==> src/sv/akc_pkg.sv <==
// Shared widths, codes and control types for the aligned kernel convolution.
`timescale 1ns / 1ps

package akc_pkg;

  // Field widths of the item and result beats.
  localparam int MODE_W   = 2;
  localparam int KIDX_W   = 10;
  localparam int COEF_W   = 18;
  localparam int SAMP_W   = 32;
  localparam int VALUE_W  = 48;
  localparam int OIDX_W   = 10;

  // Configuration register widths.
  localparam int NP_W     = 11;
  localparam int ZI_W     = 10;
  localparam int CFG_W    = 11;
  localparam int CFG_IDX_W = 1;

  // Sample position counter and its saturation point.
  localparam int COUNT_W  = 12;
  localparam logic [COUNT_W-1:0] COUNT_MAX = '1;

  // Kernel is Q0.17, so the exact sum is scaled down by 17 bits.
  localparam int FRAC     = 17;
  localparam int PROD_W   = COEF_W + SAMP_W;

  localparam int DEF_MAX_POINTS = 1024;
  localparam logic [NP_W-1:0] NP_RESET = 11'd1024;
  localparam logic [ZI_W-1:0] ZI_RESET = 10'd0;

  // Item modes.
  localparam logic [MODE_W-1:0] MODE_KERNEL = 2'd0;
  localparam logic [MODE_W-1:0] MODE_SAMPLE = 2'd1;
  localparam logic [MODE_W-1:0] MODE_FLUSH  = 2'd2;

  // Configuration register indexes.
  localparam logic [CFG_IDX_W-1:0] REG_NUM_POINTS = 1'b0;
  localparam logic [CFG_IDX_W-1:0] REG_ZERO_INDEX = 1'b1;

  // Control from the sequencer to the multiply-accumulate unit.
  typedef struct packed {
    logic start;
    logic tap_valid;
  } akc_mac_ctl_t;

endpackage

==> src/sv/akc_mac.sv <==
// Pipelined multiply-accumulate unit shared by all taps of one result.
`timescale 1ns / 1ps

module akc_mac import akc_pkg::*; #(
  parameter int ACC_W = PROD_W + 10
) (
  input  logic                     clk,
  input  logic                     rst,
  input  akc_mac_ctl_t             ctl,
  input  logic signed [COEF_W-1:0] coef,
  input  logic signed [SAMP_W-1:0] samp,
  output logic                     busy,
  output logic signed [ACC_W-1:0]  acc
);

  logic                     rd_v;
  logic                     prod_v;
  logic signed [PROD_W-1:0] prod;

  // Memory data arrives in the cycle after the tap is issued.
  always_ff @(posedge clk) begin
    if (rst) begin
      rd_v   <= 1'b0;
      prod_v <= 1'b0;
    end else begin
      rd_v   <= ctl.tap_valid;
      prod_v <= rd_v;
    end
  end

  // Product register.
  always_ff @(posedge clk) begin
    prod <= PROD_W'(coef) * PROD_W'(samp);
  end

  // Exact accumulation, cleared at the start of each result.
  always_ff @(posedge clk) begin
    if (ctl.start) begin
      acc <= '0;
    end else if (prod_v) begin
      acc <= acc + ACC_W'(prod);
    end
  end

  assign busy = rd_v | prod_v;

endmodule

==> config.mk <==
export PLATFORM = sky130hd
export DESIGN_NAME = akc_mac
export DESIGN_NICKNAME = d
export VERILOG_FILES = /design/src/sv/akc_pkg.sv /design/src/sv/akc_mac.sv
export SDC_FILE = /design/constraint.sdc
export NUM_CORES = 2
export LEC_CHECK = 0
export ABC_AREA = 1
export BUFFER_PORTS_ARGS = -buffer_cell sky130_fd_sc_hd__buf_4
export CELL_PAD_IN_SITES_DETAIL_PLACEMENT = 0
export CELL_PAD_IN_SITES_GLOBAL_PLACEMENT = 1
export CORE_UTILIZATION = 45
export DETAILED_ROUTE_END_ITERATION = 8
export GPL_TIMING_DRIVEN = 0
export PLACE_DENSITY = 0.75
export SKIP_LAST_GASP = 1
export SLEW_MARGIN = 20
export SYNTH_ARGS = -nofsm -noshare
export SYNTH_HDL_FRONTEND = slang
export SYNTH_SLANG_ARGS = --single-unit
==> constraint.sdc <==
create_clock -name clk -period 15.4 [get_ports clk]
set_input_delay 0 -clock clk [delete_from_list [all_inputs] [get_ports clk]]
set_output_delay 0 -clock clk [all_outputs]
set_load 0.01 [all_outputs]
==> impl_results.md <==
- Status: completed
- Clock Latency Late Sink: 0.38 ns
- CTS Buffer Depth: 2
- Hold Path Class: primary input to flip-flop
- Seq cells post-synth: 112
- Clock Pin Slew Worst Setup and Hold Paths: 0.08 ns
- Final Max Tran Viols: 0
- Dominant synthesized flop cell: dfxtp_1
- Total Nets Final: 4925
- Routed len/inst: 19.6 um
- DR vias/cell: 4.98
- Die X: 255 um
- Vias in the first global route: 25.4k
- Final GP Congestion: 0.981
- Startpoint Class: primary input
- Core ar.: 63200 um^2
- Maximum number of pins on one net before global-route repair: 20
- Register-to-Register Path Depth: 15
- Max cap viols: 0
- Post-Synthesis Mean Instance Area: 7.14 um^2
- Post-layout util: 48.8%
- Area delta synth->final: 6.96%
- Minimum clock period after layout: 6.57 ns
- Critical Path Sink Type: flip-flop
- IO Port Bufs: 81
- Final Routed Wirelength: 97.6 mm
- Yosys warns: 0
- Hpwl dp: 84.4 mm
- Origin of the worst setup path: coef[0]
- Crit path capture: prod[48]
- Aggregate global routing overflow: 0
- Netlist cell types: 43
- Sequential share of the synthesized area: 7.77%
- Die area: 65100 um^2
- Reg2reg end: acc[42]
- Critical Path AT: 6.84 ns
- DRC: 0
- Synth Net Count: 4830
- CTS root buf: clkbuf_16
- Hold Violations, Final: 0
- Post-cts sizing count: 0
- Inserted Clock Buffers: 9
- Critical R2R Launch: acc[0]
- Die height: 255 um
- Kind of critical path: primary input to flip-flop
- WP data required: 15.67 ns
- Slew at the pin closest to its max-slew limit: 1.04 ns
- Slowest cell on crit path: clkbuf_1
- Post-Syn Area: 28800 um^2
- Setup TNS: 0 ns
- Initial core utilization: 45.6%
- Initial antenna violation count: 0
- Relative slew slack: 30.5%
- Share of layout cells above drive strength 1: 3.26%
- Setup repair after global routing missed its margin: false
- H-tree depth: 3
- CTS tree: built
- EDFF count, synth: 0
- Layout Skew: 0.0182 ns
- Internal reg-to-reg setup slack: 12.68 ns
- Mapped Cells: 4042
- Final setup fails: 0
- Critical-path cell list: dlygate4sd3_1, buf_4, clkbuf_1, nand2_1, inv_1, fa_1, fa_1, ha_1, inv_1, fa_1, inv_1, fa_1, inv_1, fa_1, inv_1, ha_1, a21oi_1, o21ai_0, o21bai_1, a21oi_1, nand3_2, nand2_1, nand2_1, xor2_1
- Worst Path Max Fanout: 10
- Antenna viol nets, final: 0
- First-pass GRT wire length: 149 mm
- Number of detailed-route iterations in the first pass: 5
- CP peak stage delay: 0.74 ns
- Ys async rst share: 0%
- Clk sinks: 112
- Final critical-path share of the clock period: 42.7%
- DRT iter0 DRCs: 1636
- Total number of vias: 24.8k
- Max frequency: 152 MHz
- Total GRT Usage: 31.0%
- N_diodes: 0
- Row Count: 92
- Num ports: 115
[cell usage in the layout, fill, tap and decap left out, types with 95 or more instances in the layout]
cell type | netlist | layout
inv_1 | 1122 | 1122
dfxtp_1 | 112 | 112
nand2_1 | 1057 | 1057
o21ai_0 | 95 | 95
a21oi_1 | 132 | 132
nor2_1 | 327 | 327
clkbuf_1 | 122 | 122
nand3_1 | 96 | 96
fa_1 | 554 | 554
ha_1 | 180 | 180
[per-stage QoR]
step / std cells / setup slack [ns] / area (um^2) / hold slack, ns
4_1_cts: 4988 / 8.78 / 30900 / 0.161
6_report: 4988 / 8.83 / 30900 / 0.157
2_1_floorplan: 4042 / 10.02 / 28800 / 0.0712
3_3_place_gp: 4969 / 8.85 / 30500 / 0.170
5_1_grt: 4988 / 8.40 / 30900 / 0.199
3_5_place_dp: 4969 / 8.80 / 30500 / 0.177
[area by class of cell]
| cell class | instances | area, um^2 |
|---|---|---|
| clock buffer | 10 | 239 |
| tap | 846 | 1060 |
| multi-input combinational | 2666 | 21900 |
| sequential | 112 | 2240 |
| clock inverter | 6 | 72.6 |
| fill | 6700 | 32300 |
| inverter | 1126 | 4230 |
| buffer | 138 | 522 |
| timing repair buffer | 84 | 638 |
[metal layers]
| layer | wire, um | share of wire, % | up-vias | track usage [%] |
|---|---|---|---|---|
| met3 | 5640 | 5.8 | 168 | 2.74 |
| li1 | - | - | 11829 | - |
| met5 | 0 | 0 | - | 0 |
| met2 | 45800 | 47 | 817 | 52.6 |
| met4 | 4670 | 4.8 | 0 | 13.3 |
| met1 | 41500 | 43 | 12004 | 40.4 |
[cell families after synthesis]
| logic type | after synthesis | synth area share [%] |
|---|---|---|
| simple gates | 1559 | 21.4 |
| compound gates | 295 | 5.71 |
| fa+ha+maj | 734 | 46.3 |
| flops | 112 | 7.77 |
| buf+inv | 1264 | 16.5 |
| xor+xnor | 78 | 2.37 |
[state kept, by name (all words and copies together), names as in the netlist]
register / flops
prod: 50
acc: 60
rd_v: 1
prod_v: 1
[synthesized netlist by cell type, types with 2 or more instances]
master    count  area share [%]
a21boi_0      4            0.10
a21o_1        7            0.18
a21oi_1     132             2.3
a21oi_2       3           0.091
a31oi_1       5            0.11
buf_1        15            0.20
clkbuf_1    122             1.6
dfxtp_1     112             7.8
fa_1        554              38
ha_1        180             7.8
inv_1      1122              15
inv_2         4           0.052
nand2_1    1057              14
nand2_2       3           0.065
nand3_1      96             1.7
nand3_2       3            0.10
nand3b_1      3           0.078
nand4_1      28            0.61
nor2_1      327             4.3
nor2_2        3           0.065
nor3_1       21            0.36
nor3_2        3            0.10
nor4_1        3           0.065
nor4_2        2           0.087
o211ai_1      3           0.078
o21ai_0      95             1.6
o21ai_1       8            0.14
o21ai_2       4            0.12
o21bai_1     26            0.68
or2_2         8            0.17
xnor2_1      21            0.64
xor2_1       57             1.7
[worst min path at each step]
stage	from	end	slack, ns	cells past startpoint
finish	samp[0]	prod[0]	0.16	3
global route	samp[0]	prod[0]	0.20	3
CTS	samp[0]	prod[0]	0.16	3
detailed placement	rst	rd_v	0.18	2
global placement	rst	rd_v	0.17	2
floorplan	rst	rd_v	0.07	1
[repair_timing]
item | 4_1_cts | 5_1_grt
setup buffers | 0 | 0
endpoints found under the hold margin | 3 | 0
hold buffers | 3 | 0
[worst max-delay path: cells and delay by family]
kind	cells	cell delay, ns
compound gates	4	0.75
fa+ha+maj	7	3.46
buf+inv	8	2.03
xor+xnor	1	0.13
simple gates	4	0.45
Power is not shown: default switching activity piles up to over one toggle a cycle in this logic, so the estimate is an artifact.
